`src/sv/step_response_metrics_defines.svh`:
```
// assertion macros shared by the step response metrics rtl
`ifndef STEP_RESPONSE_METRICS_DEFINES_SVH
`define STEP_RESPONSE_METRICS_DEFINES_SVH
`ifndef SYNTHESIS
// antecedent implies consequent in the same cycle
`define SRM_ASSERT_IMPLIES(lbl, ante, cons) \
    lbl: assert property (@(posedge clk) disable iff (!rst_n) (ante) |-> (cons)) \
        else $error("srm check failed");
// antecedent implies consequent in the next cycle
`define SRM_ASSERT_NEXT(lbl, ante, cons) \
    lbl: assert property (@(posedge clk) disable iff (!rst_n) (ante) |=> (cons)) \
        else $error("srm check failed");
`else
`define SRM_ASSERT_IMPLIES(lbl, ante, cons)
`define SRM_ASSERT_NEXT(lbl, ante, cons)
`endif
`endif

```
`src/sv/srm_pkg.sv`:
```
// types and constants shared by the step response metrics rtl
`timescale 1ns / 1ps
package srm_pkg;

    // fixed point and angle constants
    localparam int FRAC_BITS   = 8;
    localparam int DEG_TURN    = 360;
    localparam int DEG_BITS    = 9;
    localparam int HALF_TURN   = 180 * 256;
    localparam int FULL_TURN   = 360 * 256;
    localparam int PERIOD_BITS = 10;

    // configuration register reset values
    localparam int ANGULAR_RESET = 1;
    localparam int BAND_RESET    = 384;
    localparam int HOLD_RESET    = 250;
    localparam int PERIOD_RESET  = 20;
    localparam int FIRST_RESET   = 1;

    localparam int CFG_INDEX_BITS = 3;

    typedef enum logic [CFG_INDEX_BITS-1:0] {
        CFG_ANGULAR_MODE = 3'd0,
        CFG_SETTLE_BAND  = 3'd1,
        CFG_HOLD_TIME    = 3'd2,
        CFG_SAMPLE_PER   = 3'd3,
        CFG_INIT_FIRST   = 3'd4
    } cfg_index_t;

    typedef enum logic {
        FUNC_START  = 1'b0,
        FUNC_SAMPLE = 1'b1
    } func_t;

    // pipeline control towards the error path
    typedef struct packed {
        logic s0_valid;
        logic s1_en;
        logic s2_en;
    } err_ctrl_t;

endpackage

```
`src/sv/srm_if.sv`:
```
// request and result channel interfaces
`timescale 1ns / 1ps
interface srm_in_if #(
    parameter int VALUE_BITS = 22,
    parameter int TIME_BITS  = 16
);
    import srm_pkg::*;

    logic                         valid;
    logic                         ready;
    func_t                        func;
    logic signed [VALUE_BITS-1:0] target;
    logic signed [VALUE_BITS-1:0] start_value;
    logic signed [VALUE_BITS-1:0] actual;
    logic [TIME_BITS-1:0]         elapsed_ms;

    modport source (output valid, func, target, start_value, actual, elapsed_ms,
                    input ready);
    modport sink (input valid, func, target, start_value, actual, elapsed_ms,
                  output ready);
endinterface

interface srm_out_if #(
    parameter int VALUE_BITS = 22,
    parameter int TIME_BITS  = 16
);
    logic                       valid;
    logic                       ready;
    logic signed [VALUE_BITS:0] error;
    logic [VALUE_BITS:0]        overshoot;
    logic signed [TIME_BITS:0]  settle_ms;
    logic                       crossed;

    modport source (output valid, error, overshoot, settle_ms, crossed, input ready);
    modport sink (input valid, error, overshoot, settle_ms, crossed, output ready);
endinterface

```
`src/sv/srm_error_path.sv`:
```
// error forming with turn wrap, two register stages
`timescale 1ns / 1ps
module srm_error_path #(
    parameter int VALUE_BITS = 22
) (
    input  logic                         clk,
    input  logic                         rst_n,
    input  srm_pkg::err_ctrl_t           ctrl,
    input  logic                         angular_mode,
    input  srm_pkg::func_t               func,
    input  logic signed [VALUE_BITS-1:0] target,
    input  logic signed [VALUE_BITS-1:0] start_value,
    input  logic signed [VALUE_BITS-1:0] actual,
    output logic signed [VALUE_BITS:0]   err
);
    import srm_pkg::*;

    localparam int EW = VALUE_BITS + 1;
    localparam int HB = EW - FRAC_BITS;
    localparam int UB = HB + 1;
    localparam int WW = EW + 2;
    localparam int SH = UB + DEG_BITS;
    localparam int RB = UB + 1;
    localparam int PB = SH + DEG_BITS;
    localparam longint OFF_TURNS = ((longint'(1) <<< (HB - 1)) + DEG_TURN - 1) / DEG_TURN;
    localparam longint RECIP = ((longint'(1) <<< SH) + DEG_TURN - 1) / DEG_TURN;
    localparam logic [UB-1:0] OFFSET_W = UB'(OFF_TURNS * DEG_TURN);
    localparam logic [RB-1:0] RECIP_W = RB'(RECIP);
    localparam logic signed [EW-1:0] HALF_E = EW'(HALF_TURN);
    localparam logic signed [WW-1:0] HALF_W = WW'(HALF_TURN);
    localparam logic signed [WW-1:0] FULL_W = WW'(FULL_TURN);

    logic signed [VALUE_BITS-1:0] run_target_reg;
    logic signed [VALUE_BITS-1:0] tgt_sel;
    logic signed [VALUE_BITS-1:0] val_sel;
    logic signed [EW-1:0]         diff;
    logic signed [HB-1:0]         hi;
    logic [UB-1:0]                u_val;
    logic [PB-1:0]                prod;

    logic signed [EW-1:0]  d1_reg;
    logic [DEG_BITS-1:0]   u_lo1_reg;
    logic [DEG_BITS-1:0]   q1_reg;
    logic                  gt1_reg;
    logic                  lt1_reg;
    logic                  ang1_reg;

    logic [DEG_BITS-1:0]   q_mul;
    logic [DEG_BITS-1:0]   r_deg;
    logic signed [WW-1:0]  rw;
    logic signed [WW-1:0]  wrapped;
    logic signed [EW-1:0]  err_next;
    logic signed [EW-1:0]  err2_reg;

    // run target follows each start request as it leaves the input stage
    always_ff @(posedge clk or negedge rst_n)
    begin
        if (!rst_n)
        begin
            run_target_reg <= '0;
        end
        else if (ctrl.s1_en && ctrl.s0_valid && func == FUNC_START)
        begin
            run_target_reg <= target;
        end
    end

    // difference and reciprocal multiply for the whole degrees
    always_comb
    begin
        tgt_sel = (func == FUNC_START) ? target : run_target_reg;
        val_sel = (func == FUNC_START) ? start_value : actual;
        diff    = EW'(tgt_sel) - EW'(val_sel);
        hi      = diff[EW-1:FRAC_BITS];
        u_val   = UB'(hi) + OFFSET_W;
        prod    = PB'(u_val) * PB'(RECIP_W);
    end

    always_ff @(posedge clk)
    begin
        if (ctrl.s1_en)
        begin
            d1_reg    <= diff;
            u_lo1_reg <= u_val[DEG_BITS-1:0];
            q1_reg    <= prod[SH +: DEG_BITS];
            gt1_reg   <= diff > HALF_E;
            lt1_reg   <= diff < -HALF_E;
            ang1_reg  <= angular_mode;
        end
    end

    // remainder within one turn, then pick the wrapped value
    always_comb
    begin
        q_mul = q1_reg * DEG_BITS'(DEG_TURN);
        r_deg = u_lo1_reg - q_mul;
        rw    = $signed(WW'({r_deg, d1_reg[FRAC_BITS-1:0]}));
        if (gt1_reg)
        begin
            wrapped = (rw <= HALF_W) ? rw : rw - FULL_W;
        end
        else if (lt1_reg)
        begin
            wrapped = (rw < HALF_W) ? rw : rw - FULL_W;
        end
        else
        begin
            wrapped = WW'(d1_reg);
        end
        err_next = ang1_reg ? EW'(wrapped) : d1_reg;
    end

    always_ff @(posedge clk)
    begin
        if (ctrl.s2_en)
        begin
            err2_reg <= err_next;
        end
    end

    assign err = err2_reg;

endmodule

```
`src/sv/srm_metrics.sv`:
```
// crossing, overshoot and settle tracking with result registers
`timescale 1ns / 1ps
`include "step_response_metrics_defines.svh"
module srm_metrics #(
    parameter int VALUE_BITS = 22,
    parameter int TIME_BITS  = 16
) (
    input  logic                          clk,
    input  logic                          rst_n,
    input  logic                          take,
    input  srm_pkg::func_t                func,
    input  logic signed [VALUE_BITS:0]    err,
    input  logic [TIME_BITS-1:0]          elapsed,
    input  logic [VALUE_BITS-1:0]         settle_band,
    input  logic [TIME_BITS-1:0]          hold_time,
    input  logic [srm_pkg::PERIOD_BITS-1:0] sample_period,
    input  logic                          init_first,
    output logic signed [VALUE_BITS:0]    error,
    output logic [VALUE_BITS:0]           overshoot,
    output logic signed [TIME_BITS:0]     settle_ms,
    output logic                          crossed
);
    import srm_pkg::*;

    localparam int EW = VALUE_BITS + 1;

    logic signed [EW-1:0]  initial_error_reg, initial_error_next;
    logic                  awaiting_reg, awaiting_next;
    logic                  crossed_reg, crossed_next;
    logic [EW-1:0]         worst_reg, worst_next;
    logic [TIME_BITS-1:0]  in_band_reg, in_band_next;
    logic                  settled_reg, settled_next;
    logic [TIME_BITS-1:0]  settle_val_reg, settle_val_next;
    logic signed [EW-1:0]  err_out_reg;

    logic [EW-1:0]         mag;
    logic signed [EW-1:0]  ie_eff;
    logic                  in_band;
    logic [TIME_BITS:0]    band_sum;
    logic [TIME_BITS-1:0]  band_sat;
    logic [TIME_BITS:0]    since_hold;
    logic [TIME_BITS-1:0]  settle_calc;

    // next run state for one request
    always_comb
    begin
        mag         = err[EW-1] ? EW'(-err) : EW'(err);
        ie_eff      = (awaiting_reg && init_first) ? err : initial_error_reg;
        in_band     = mag < {1'b0, settle_band};
        band_sum    = {1'b0, in_band_reg} + (TIME_BITS+1)'(sample_period);
        band_sat    = band_sum[TIME_BITS] ? '1 : band_sum[TIME_BITS-1:0];
        since_hold  = {1'b0, elapsed} - {1'b0, hold_time};
        settle_calc = since_hold[TIME_BITS] ? '0 : since_hold[TIME_BITS-1:0];

        initial_error_next = initial_error_reg;
        awaiting_next      = awaiting_reg;
        crossed_next       = crossed_reg;
        worst_next         = worst_reg;
        in_band_next       = in_band_reg;
        settled_next       = settled_reg;
        settle_val_next    = settle_val_reg;

        if (func == FUNC_START)
        begin
            initial_error_next = err;
            awaiting_next      = 1'b1;
            crossed_next       = 1'b0;
            worst_next         = '0;
            in_band_next       = '0;
            settled_next       = 1'b0;
        end
        else
        begin
            initial_error_next = ie_eff;
            awaiting_next      = 1'b0;
            if (!crossed_reg && ie_eff != 0 && (err == 0 || ((err > 0) != (ie_eff > 0))))
            begin
                crossed_next = 1'b1;
            end
            if (crossed_next && mag > worst_reg)
            begin
                worst_next = mag;
            end
            if (in_band)
            begin
                in_band_next = band_sat;
                if (band_sat >= hold_time && !settled_reg)
                begin
                    settled_next    = 1'b1;
                    settle_val_next = settle_calc;
                end
            end
            else
            begin
                in_band_next = '0;
                settled_next = 1'b0;
            end
        end
    end

    // run state registers
    always_ff @(posedge clk or negedge rst_n)
    begin
        if (!rst_n)
        begin
            initial_error_reg <= '0;
            awaiting_reg      <= 1'b1;
            crossed_reg       <= 1'b0;
            worst_reg         <= '0;
            in_band_reg       <= '0;
            settled_reg       <= 1'b0;
        end
        else if (take)
        begin
            initial_error_reg <= initial_error_next;
            awaiting_reg      <= awaiting_next;
            crossed_reg       <= crossed_next;
            worst_reg         <= worst_next;
            in_band_reg       <= in_band_next;
            settled_reg       <= settled_next;
        end
    end

    // result payload
    always_ff @(posedge clk)
    begin
        if (take)
        begin
            settle_val_reg <= settle_val_next;
            err_out_reg    <= err;
        end
    end

    assign error     = err_out_reg;
    assign overshoot = worst_reg;
    assign settle_ms = settled_reg ? $signed({1'b0, settle_val_reg}) : '1;
    assign crossed   = crossed_reg;

    // checks
    `SRM_ASSERT_IMPLIES(a_no_cross_no_peak, !crossed_reg, worst_reg == '0)
    `SRM_ASSERT_NEXT(a_hold_when_idle, !take, $stable(worst_reg) && $stable(crossed_reg))
    `SRM_ASSERT_IMPLIES(a_cross_on_take, $rose(crossed_reg), $past(take))

endmodule

```
`src/sv/step_response_metrics.sv`:
```
// top level of the step response metrics block
//
//  channel  dir  handshake     payload
//  item     in   valid/ready   func target start_value actual elapsed_ms
//  result   out  valid/ready   error overshoot settle_ms crossed
//  cfg      in   cfg_we        cfg_index cfg_data (write only)
//
// one request per cycle sustained while the result channel is ready; a taken request passes
// the input, difference/multiply, wrap and state update stages in order before its result appears
// the run state update in the metrics stage feeds back on its own registers
// reset puts the run state in its start values and loads the register defaults
// stages fill bubbles on a stalled result; ready drops only with all four full
`timescale 1ns / 1ps
`include "step_response_metrics_defines.svh"
module step_response_metrics #(
    parameter int VALUE_BITS = 22,
    parameter int TIME_BITS  = 16,
    localparam int CFG_BITS_A = (VALUE_BITS > TIME_BITS) ? VALUE_BITS : TIME_BITS,
    localparam int CFG_BITS = (CFG_BITS_A > srm_pkg::PERIOD_BITS) ?
                              CFG_BITS_A : srm_pkg::PERIOD_BITS
) (
    input  logic                              clk,
    input  logic                              rst_n,
    srm_in_if.sink                            item,
    srm_out_if.source                         result,
    input  logic                              cfg_we,
    input  logic [srm_pkg::CFG_INDEX_BITS-1:0] cfg_index,
    input  logic [CFG_BITS-1:0]               cfg_data
);
    import srm_pkg::*;

    localparam logic signed [VALUE_BITS:0] HALF_E = (VALUE_BITS+1)'(HALF_TURN);

    logic                    angular_mode_reg;
    logic [VALUE_BITS-1:0]   settle_band_reg;
    logic [TIME_BITS-1:0]    hold_time_reg;
    logic [PERIOD_BITS-1:0]  sample_period_reg;
    logic                    init_first_reg;

    logic v0_reg, v1_reg, v2_reg, v3_reg;
    logic free0, free1, free2, free3;

    func_t                        func0_reg, func1_reg, func2_reg;
    logic signed [VALUE_BITS-1:0] target0_reg;
    logic signed [VALUE_BITS-1:0] start0_reg;
    logic signed [VALUE_BITS-1:0] actual0_reg;
    logic [TIME_BITS-1:0]         elapsed0_reg, elapsed1_reg, elapsed2_reg;

    err_ctrl_t                    ectrl;
    logic signed [VALUE_BITS:0]   path_err;
    logic                         take;

    // configuration registers
    always_ff @(posedge clk or negedge rst_n)
    begin
        if (!rst_n)
        begin
            angular_mode_reg  <= 1'(ANGULAR_RESET);
            settle_band_reg   <= VALUE_BITS'(BAND_RESET);
            hold_time_reg     <= TIME_BITS'(HOLD_RESET);
            sample_period_reg <= PERIOD_BITS'(PERIOD_RESET);
            init_first_reg    <= 1'(FIRST_RESET);
        end
        else if (cfg_we)
        begin
            case (cfg_index_t'(cfg_index))
                CFG_ANGULAR_MODE: angular_mode_reg  <= cfg_data[0];
                CFG_SETTLE_BAND:  settle_band_reg   <= cfg_data[VALUE_BITS-1:0];
                CFG_HOLD_TIME:    hold_time_reg     <= cfg_data[TIME_BITS-1:0];
                CFG_SAMPLE_PER:   sample_period_reg <= cfg_data[PERIOD_BITS-1:0];
                CFG_INIT_FIRST:   init_first_reg    <= cfg_data[0];
                default:          ;
            endcase
        end
    end

    // stage flow control, each stage loads when it is empty or draining
    assign free3 = !v3_reg || result.ready;
    assign free2 = !v2_reg || free3;
    assign free1 = !v1_reg || free2;
    assign free0 = !v0_reg || free1;
    assign item.ready = free0;

    always_ff @(posedge clk or negedge rst_n)
    begin
        if (!rst_n)
        begin
            v0_reg <= 1'b0;
            v1_reg <= 1'b0;
            v2_reg <= 1'b0;
            v3_reg <= 1'b0;
        end
        else
        begin
            if (free0)
            begin
                v0_reg <= item.valid;
            end
            if (free1)
            begin
                v1_reg <= v0_reg;
            end
            if (free2)
            begin
                v2_reg <= v1_reg;
            end
            if (free3)
            begin
                v3_reg <= v2_reg;
            end
        end
    end

    // input stage and side payload carried alongside the error path
    always_ff @(posedge clk)
    begin
        if (free0)
        begin
            func0_reg    <= item.func;
            target0_reg  <= item.target;
            start0_reg   <= item.start_value;
            actual0_reg  <= item.actual;
            elapsed0_reg <= item.elapsed_ms;
        end
        if (free1)
        begin
            func1_reg    <= func0_reg;
            elapsed1_reg <= elapsed0_reg;
        end
        if (free2)
        begin
            func2_reg    <= func1_reg;
            elapsed2_reg <= elapsed1_reg;
        end
    end

    assign ectrl.s0_valid = v0_reg;
    assign ectrl.s1_en    = free1;
    assign ectrl.s2_en    = free2;

    srm_error_path #(
        .VALUE_BITS (VALUE_BITS)
    ) u_error_path (
        .clk          (clk),
        .rst_n        (rst_n),
        .ctrl         (ectrl),
        .angular_mode (angular_mode_reg),
        .func         (func0_reg),
        .target       (target0_reg),
        .start_value  (start0_reg),
        .actual       (actual0_reg),
        .err          (path_err)
    );

    assign take = v2_reg && free3;

    srm_metrics #(
        .VALUE_BITS (VALUE_BITS),
        .TIME_BITS  (TIME_BITS)
    ) u_metrics (
        .clk           (clk),
        .rst_n         (rst_n),
        .take          (take),
        .func          (func2_reg),
        .err           (path_err),
        .elapsed       (elapsed2_reg),
        .settle_band   (settle_band_reg),
        .hold_time     (hold_time_reg),
        .sample_period (sample_period_reg),
        .init_first    (init_first_reg),
        .error         (result.error),
        .overshoot     (result.overshoot),
        .settle_ms     (result.settle_ms),
        .crossed       (result.crossed)
    );

    assign result.valid = v3_reg;

    // checks
    `SRM_ASSERT_IMPLIES(a_stall_full, !item.ready, v0_reg && v1_reg && v2_reg && v3_reg)
    `SRM_ASSERT_IMPLIES(a_wrap_range, v2_reg && angular_mode_reg, (path_err <= HALF_E) && (path_err >= -HALF_E))
    `SRM_ASSERT_NEXT(a_result_fill, v2_reg && !v3_reg, v3_reg)

endmodule
```
`src/flat_wrapper.sv`:
```
// flat-port wrapper written by rule: the top's interface ports become plain ports
module step_response_metrics_flat import srm_pkg::*;
#(
    parameter int VALUE_BITS = 22,
    parameter int TIME_BITS  = 16,
    localparam int CFG_BITS_A = (VALUE_BITS > TIME_BITS) ? VALUE_BITS : TIME_BITS,
    localparam int CFG_BITS = (CFG_BITS_A > srm_pkg::PERIOD_BITS) ?
                              CFG_BITS_A : srm_pkg::PERIOD_BITS
)
  (clk, rst_n, cfg_we, cfg_index, cfg_data, item_valid, item_func, item_target, item_start_value, item_actual, item_elapsed_ms, item_ready, result_valid, result_error, result_overshoot, result_settle_ms, result_crossed, result_ready);
  srm_in_if #(.VALUE_BITS(VALUE_BITS), .TIME_BITS(TIME_BITS)) item_i ();
  srm_out_if #(.VALUE_BITS(VALUE_BITS), .TIME_BITS(TIME_BITS)) result_i ();
  input  logic clk;
  input  logic rst_n;
  input  logic cfg_we;
  input  logic [srm_pkg::CFG_INDEX_BITS-1:0] cfg_index;
  input  logic [CFG_BITS-1:0] cfg_data;
  input wire logic [$bits(item_i.valid)-1:0] item_valid;
  input wire logic [$bits(item_i.func)-1:0] item_func;
  input wire logic [$bits(item_i.target)-1:0] item_target;
  input wire logic [$bits(item_i.start_value)-1:0] item_start_value;
  input wire logic [$bits(item_i.actual)-1:0] item_actual;
  input wire logic [$bits(item_i.elapsed_ms)-1:0] item_elapsed_ms;
  output wire logic [$bits(item_i.ready)-1:0] item_ready;
  output wire logic [$bits(result_i.valid)-1:0] result_valid;
  output wire logic [$bits(result_i.error)-1:0] result_error;
  output wire logic [$bits(result_i.overshoot)-1:0] result_overshoot;
  output wire logic [$bits(result_i.settle_ms)-1:0] result_settle_ms;
  output wire logic [$bits(result_i.crossed)-1:0] result_crossed;
  input wire logic [$bits(result_i.ready)-1:0] result_ready;
  assign item_i.valid = item_valid;
  assign item_i.func = item_func;
  assign item_i.target = item_target;
  assign item_i.start_value = item_start_value;
  assign item_i.actual = item_actual;
  assign item_i.elapsed_ms = item_elapsed_ms;
  assign item_ready = item_i.ready;
  assign result_valid = result_i.valid;
  assign result_error = result_i.error;
  assign result_overshoot = result_i.overshoot;
  assign result_settle_ms = result_i.settle_ms;
  assign result_crossed = result_i.crossed;
  assign result_i.ready = result_ready;
  step_response_metrics #(.VALUE_BITS(VALUE_BITS), .TIME_BITS(TIME_BITS)) u_core (.clk(clk), .rst_n(rst_n), .item(item_i), .result(result_i), .cfg_we(cfg_we), .cfg_index(cfg_index), .cfg_data(cfg_data));
endmodule
```
`config.mk`:
```
export PLATFORM = sky130hd
export DESIGN_NAME = step_response_metrics_flat
export DESIGN_NICKNAME = d
export VERILOG_FILES = /design/src/sv/srm_pkg.sv /design/src/sv/srm_if.sv /design/src/sv/srm_error_path.sv /design/src/sv/srm_metrics.sv /design/src/sv/step_response_metrics.sv /design/src/flat_wrapper.sv
export VERILOG_INCLUDE_DIRS = /design/src /design/src/sv
export SDC_FILE = /design/constraint.sdc
export NUM_CORES = 1
export LEC_CHECK = 0
export BUFFER_PORTS_ARGS = -buffer_cell sky130_fd_sc_hd__buf_2
export CAP_MARGIN = 40
export CORE_ASPECT_RATIO = 1.2
export CORE_UTILIZATION = 50
export DETAILED_ROUTE_END_ITERATION = 16
export GPL_ROUTABILITY_DRIVEN = 0
export GPL_TIMING_DRIVEN = 1
export PLACE_DENSITY_LB_ADDON = 0.1
export SETUP_SLACK_MARGIN = 0.3
export SYNTH_ARGS = -nofsm -noshare
export SYNTH_HDL_FRONTEND = slang
export SYNTH_SLANG_ARGS = --single-unit
export TNS_END_PERCENT = 10
```
`constraint.sdc`:
```
create_clock -name clk -period 19.8 [get_ports clk]
set_input_delay 3.96 -clock clk [delete_from_list [all_inputs] [get_ports clk]]
set_output_delay 3.96 -clock clk [all_outputs]
set_load 0.01 [all_outputs]
```
Word level (Yosys, flattened, before mapping)
Index checks and enable logic that the tools add are counted.
{"block": "classes", "n_addsub": 7, "n_mul": 2, "div_mod_pow": 0, "order_cmp": 9, "n_eq_ne": 7, "shift": 0, "n_mux": 23, "bitwise_logic": 1, "n_reduce_logical": 30}
{"op": "$mux 23", "n": 10}
{"op": "$mux 16", "n": 3}
{"op": "$gt 23x1->1 const B", "n": 2}
{"op": "$mux 22", "n": 2}
{"op": "$mul 16x17->33 const B", "n": 1}
{"op": "$logic_not 32->1", "n": 1}
{"op": "$reduce_bool 32->1", "n": 1}
{"op": "$gt 23x17->1 const B", "n": 1}
{"op": "$gt 23x23->1", "n": 1}
{"op": "$lt 23x17->1 const B", "n": 1}
{"op": "$lt 23x22->1", "n": 1}
{"op": "$neg 23->23", "n": 1}
{"op": "$sub 22x22->23", "n": 1}
{"op": "$sub 17x17->18 const B", "n": 1}
{"op": "$add 16x10->17", "n": 1}
{"op": "$le 17x16->1 const B", "n": 1}
{"op": "$lt 17x16->1 const B", "n": 1}
{"op": "$mux 17", "n": 1}
{"op": "$sub 16x16->17", "n": 1}
{"op": "$add 16x15->16 const B", "n": 1}
{"op": "$ge 16x16->1", "n": 1}
{"op": "$reduce_and 2->1", "n": 7}
{"op": "$sub 9x9->9", "n": 1}
{"op": "$logic_and 1x1->1", "n": 8}
{"op": "13 further kinds", "n": 29}
{"block": "totals", "regBits": 363, "latchBits": 0, "ramBits": 0, "rom_bits": 0, "input_bits": 113, "out_inout_bits": 66, "mem_count": 0}

Logic depth before layout (Yosys ltp)
{"block": "depth", "depth_word": 11, "ltp_mapped": 41, "mapped_depth_nobuf": 39}

Modules after synthesis
Synthesis repeated with hierarchy kept, for this count alone.
{"block": "unflattened", "cells_unflattened": 1981, "area_unflattened_um2": 23331.1}
{"mod": "srm_error_path", "instances": 1, "cells_each": 974, "area_each_um2": 10189.8, "seq_area_each_um2": 2352.3}
{"mod": "srm_metrics", "instances": 1, "cells_each": 766, "area_each_um2": 7484.7, "seq_area_each_um2": 2798.9}
{"mod": "step_response_metrics", "instances": 1, "cells_each": 241, "area_each_um2": 5656.7, "seq_area_each_um2": 4879.7}

Worst setup path before layout
OpenSTA, ideal clock, no wires.
{"block": "synth_path", "kind": "input to output", "from": "input port result_ready", "to": "output port item_ready", "t_arrival_ps": 6529, "required_ps": 15840, "setup_slack_ps": 9311, "cell_stages": 2, "n_path_buf": 0, "path_cell_list": "nor2b_1 nand4_1"}
{"block": "synth_via", "elab_chain_len": 4}
{"element": "start, declared", "line_no": "flat_wrapper.sv:30", "rtl": "input wire logic [$bits(result_i.ready)-1:0] result_ready;"}
{"element": "$logic_or 1x1->1", "line_no": "step_response_metrics.sv:78", "rtl": "assign free3 = !v3_reg || result.ready;"}
{"element": "$logic_or 1x1->1", "line_no": "step_response_metrics.sv:79", "rtl": "assign free2 = !v2_reg || free3;"}
{"element": "$logic_or 1x1->1", "line_no": "step_response_metrics.sv:80", "rtl": "assign free1 = !v1_reg || free2;"}
{"element": "$logic_or 1x1->1", "line_no": "step_response_metrics.sv:81", "rtl": "assign free0 = !v0_reg || free1;"}
{"element": "end, declared", "line_no": "flat_wrapper.sv:24", "rtl": "output wire logic [$bits(item_i.ready)-1:0] item_ready;"}
No other way between the ends.

Worst setup path after layout
{"block": "layout_path", "from": "register u_core.func0_reg", "to": "register u_core.u_error_path.q1_reg[5], data pin"}
{"block": "layout_via", "elab_chain_len": 4, "elab_cells_between_ends": 5}
{"element": "start, declared", "line_no": "step_response_metrics.sv:43", "rtl": "func_t func0_reg, func1_reg, func2_reg;"}
{"element": "start signal, assigned", "line_no": "step_response_metrics.sv:119", "rtl": "func0_reg <= item.func;"}
{"element": "$mux 22, on equally long branches", "line_no": "srm_error_path.sv:71, srm_error_path.sv:72"}
{"element": "$sub 22x22->23 *", "line_no": "srm_error_path.sv:73", "rtl": "diff = EW'(tgt_sel) - EW'(val_sel);"}
{"element": "via u_core.u_error_path.diff[12]", "line_no": "srm_error_path.sv:36", "rtl": "logic signed [EW-1:0] diff;"}
{"element": "$add 16x15->16 *", "line_no": "srm_error_path.sv:75", "rtl": "u_val = UB'(hi) + OFFSET_W;"}
{"element": "via u_core.u_error_path.u_val[4]", "line_no": "srm_error_path.sv:38", "rtl": "logic [UB-1:0] u_val;"}
{"element": "$mul 16x17->33 *", "line_no": "srm_error_path.sv:76", "rtl": "prod = PB'(u_val) * PB'(RECIP_W);"}
{"element": "via u_core.u_error_path.prod[30]", "line_no": "srm_error_path.sv:39", "rtl": "logic [PB-1:0] prod;"}
{"element": "end signal, assigned", "line_no": "srm_error_path.sv:85", "rtl": "q1_reg <= prod[SH +: DEG_BITS];"}
{"element": "end, declared", "line_no": "srm_error_path.sv:43", "rtl": "logic [DEG_BITS-1:0] q1_reg;"}
The timed path passes the listed nets; every way through them passes the cells marked *.
A chain may end at the register's enable or synchronous reset.

==> qor.yml <==
status:
  status: "finished, final reports clean"
worst_setup_path:
  cp_common_cell: "inv_1"
  path_max_fanout: 46
  cpMaxStageDelayCell: "fa_1"
  crit_buf_inv: 7
  timing.setup.critical_path_class: "flip-flop to flip-flop"
  cp.required_ns: 20.10
  endpoint_kind: "flip-flop"
  arrival_ns: 11.01
  crit_family: "adder cells"
  cp-start-kind: "flip-flop"
  slowest_delay_ns: 0.54
global_routing:
  grt_pass1_vias: 15036
  grt_max_degree: 72
  grt_pass1_wl_um: 79290
  antenna_found_initial: 0
  grt_usage_pct: 22.38
  gr-total-overflow: 0
routing:
  drtAntennaViolNets: 0
  drc: 0
  drt_first_pass_iters: 6
  num_vias: 14554
  via_per_inst: 5.368
  initialDrtViolationCount: 740
  avgRoutedWirePerCell_um: 18.09
  totalWireLength_um: 49050
final_layout:
  final_cell_mix: "265 x inv_1, 261 x ha_1, 216 x edfxtp_1"
  num_antenna_cells: 0
  layout-area-overhead-vs-synth_pct: 13.11
  final_util_pct: 57.51
  drive_above_1_share_pct: 18.49
  final_common_cell: "inv_1"
  nets: 2577
floorplan:
  fp.dieArea_um2: 45530
  core_region_area_um2: 43930
  fp.dieW_um: 195.0
  ios: 179
  start_util_pct: 50.85
  rows: 84
  die_h_um: 233.5
timing:
  finalHoldWorstSlack_ns: 0.4178
  fin_ws_ns: 9.082
  rsz0062_at_grt: "no"
  fin_skew_ns: 0.02440
  clock.fmax_mhz: 93.31
  finalCritPeriodShare_pct: 54.13
  max_slew_margin_pct: 39.33
  fin_crit_ns: 10.72
  drv_slew: 0
  setup_tns_ns: 0
  worstMarginPinSlew_ns: 0.9056
  setup_viol: 0
  hold_viol: 0
logic_synthesis:
  synth_edf_count: 216
  async_flop_share_pct: 39.50
  ys_seq_elements: 357
  avgSynthCellArea_um2: 11.61
  synthAdderAreaFrac_pct: 21.88
  synth-simple-area-share_pct: 8.648
  synth_warnings: 0
  yosysSeqAreaShare_pct: 44.91
  synth_xor_area_share_pct: 3.327
  ys_types: 87
  synth.largest_area_cell: "edfxtp_1"
  synthesis.nets: 2379
  synth_top_family_by_area: "adder cells"
  synthTopCellsByArea: "edfxtp_1 29%, ha_1 15%, dfrtp_1 14%"
  synth_cells: 1924
  synth_mux_area_share_pct: 5.153
  synth-main-ff-cell: "edfxtp_1"
  synth_area_um2: 22340
  synth_compound_area_share_pct: 10.86
  synth_top_area_share_pct: 29.04
clock_tree:
  ctsResizeCount: 0
  post_cts_buffers: 0
  clk_root_buffer_cell: "clkbuf_16"
  clock_path_buffers: 3
  cts.sinks: 357
  cts_tree: "yes"
  numCtsBuffers: 38
  htreeDepth: 2
  ctsHoldBuffers: 0
  worst_skew_pair.late_latency_ns: 0.56
  clkTransAtPathRegs_ns: 0.06
min_path:
  hold_path_class: "flip-flop to flip-flop"
run:
  cap_violations: 0
place:
  dp_slack_ns: 9.165
  hpwl_um: 39000
  io_buffers: 178
[cells by family after synthesis]
group,Yosys count
XOR/XNOR,84
buffers and inverters,307
AO/OA/AOI/OAI,346
adder cells (fa/ha/maj),342
flip-flops,357
multiplexers,105
AND/OR/NAND/NOR,383
[cells in the mapped netlist, drive strengths merged, types with 4 or more instances]
master	number
a211o	9
a211oi	8
a21boi	11
a21o	44
a21oi	64
a22o	34
a31o	4
a31oi	6
a41oi	4
and2	8
and3	9
buf	10
clkbuf	31
dfrtp	128
dfstp	13
edfxtp	216
fa	81
ha	261
inv	266
mux2	80
mux2i	25
nand2	115
nand2b	38
nand3	23
nand4	19
nor2	73
nor2b	15
nor3	29
nor3b	5
nor4	14
o211ai	7
o21a	14
o21ai	93
o21bai	6
o221ai	8
o311ai	4
o31ai	8
or2	8
or3	11
or4	6
xnor2	56
xor2	28
[stage by stage]
step,instances,instance area (um2)
3_5_place_dp,2641,24000
6_report,2711,25270
4_1_cts,2711,25270
5_1_grt,2711,25270
2_1_floorplan,1924,22340
3_3_place_gp,2632,23880
[final cells by class]
cell class | instances | area, um2
fill | 3809 | 18670
timing repair buffer | 199 | 1110
clock buffer | 53 | 1069
tap | 559 | 699.4
inverter | 266 | 998.5
multi-input combinational | 1260 | 11160
sequential | 357 | 10030
clock inverter | 17 | 196.4
[routing by layer]
| layer | vias up | track usage [%] | wire length, um |
|---|---|---|---|
| li1 | 7175 | - | - |
| met3 | 88 | 2.888 | 1584 |
| met4 | 0 | 8.588 | 1693 |
| met2 | 284 | 39.23 | 24710 |
| met5 | - | 0 | 0 |
| met1 | 7007 | 28.16 | 21060 |
[final timing paths]
path / cells after the start / slack, ns / endpoint / start
hold / removal: 0 / 0.42 / u_core.elapsed2_reg[12]$_DFFE_PP_ / u_core.elapsed1_reg[12]$_DFFE_PP_
setup / recovery: 39 / 9.08 / u_core.u_error_path.q1_reg[5]$_DFFE_PP_ / u_core.func0_reg$_DFFE_PP_
setup reg to reg: 39 / 9.08 / u_core.u_error_path.q1_reg[5]$_DFFE_PP_ / u_core.func0_reg$_DFFE_PP_
max in group asynchronous: 3 / 15.27 / u_core.u_metrics.awaiting_reg$_DFFE_PN1P_ / rst_n
min in group asynchronous: 1 / 3.42 / u_core.hold_time_reg[15]$_DFFE_PN0P_ / rst_n
hold reg to reg: 0 / 0.42 / u_core.elapsed2_reg[12]$_DFFE_PP_ / u_core.elapsed1_reg[12]$_DFFE_PP_
Power is not shown: default switching activity piles up to over one toggle a cycle in this logic, so the estimate is an artifact.
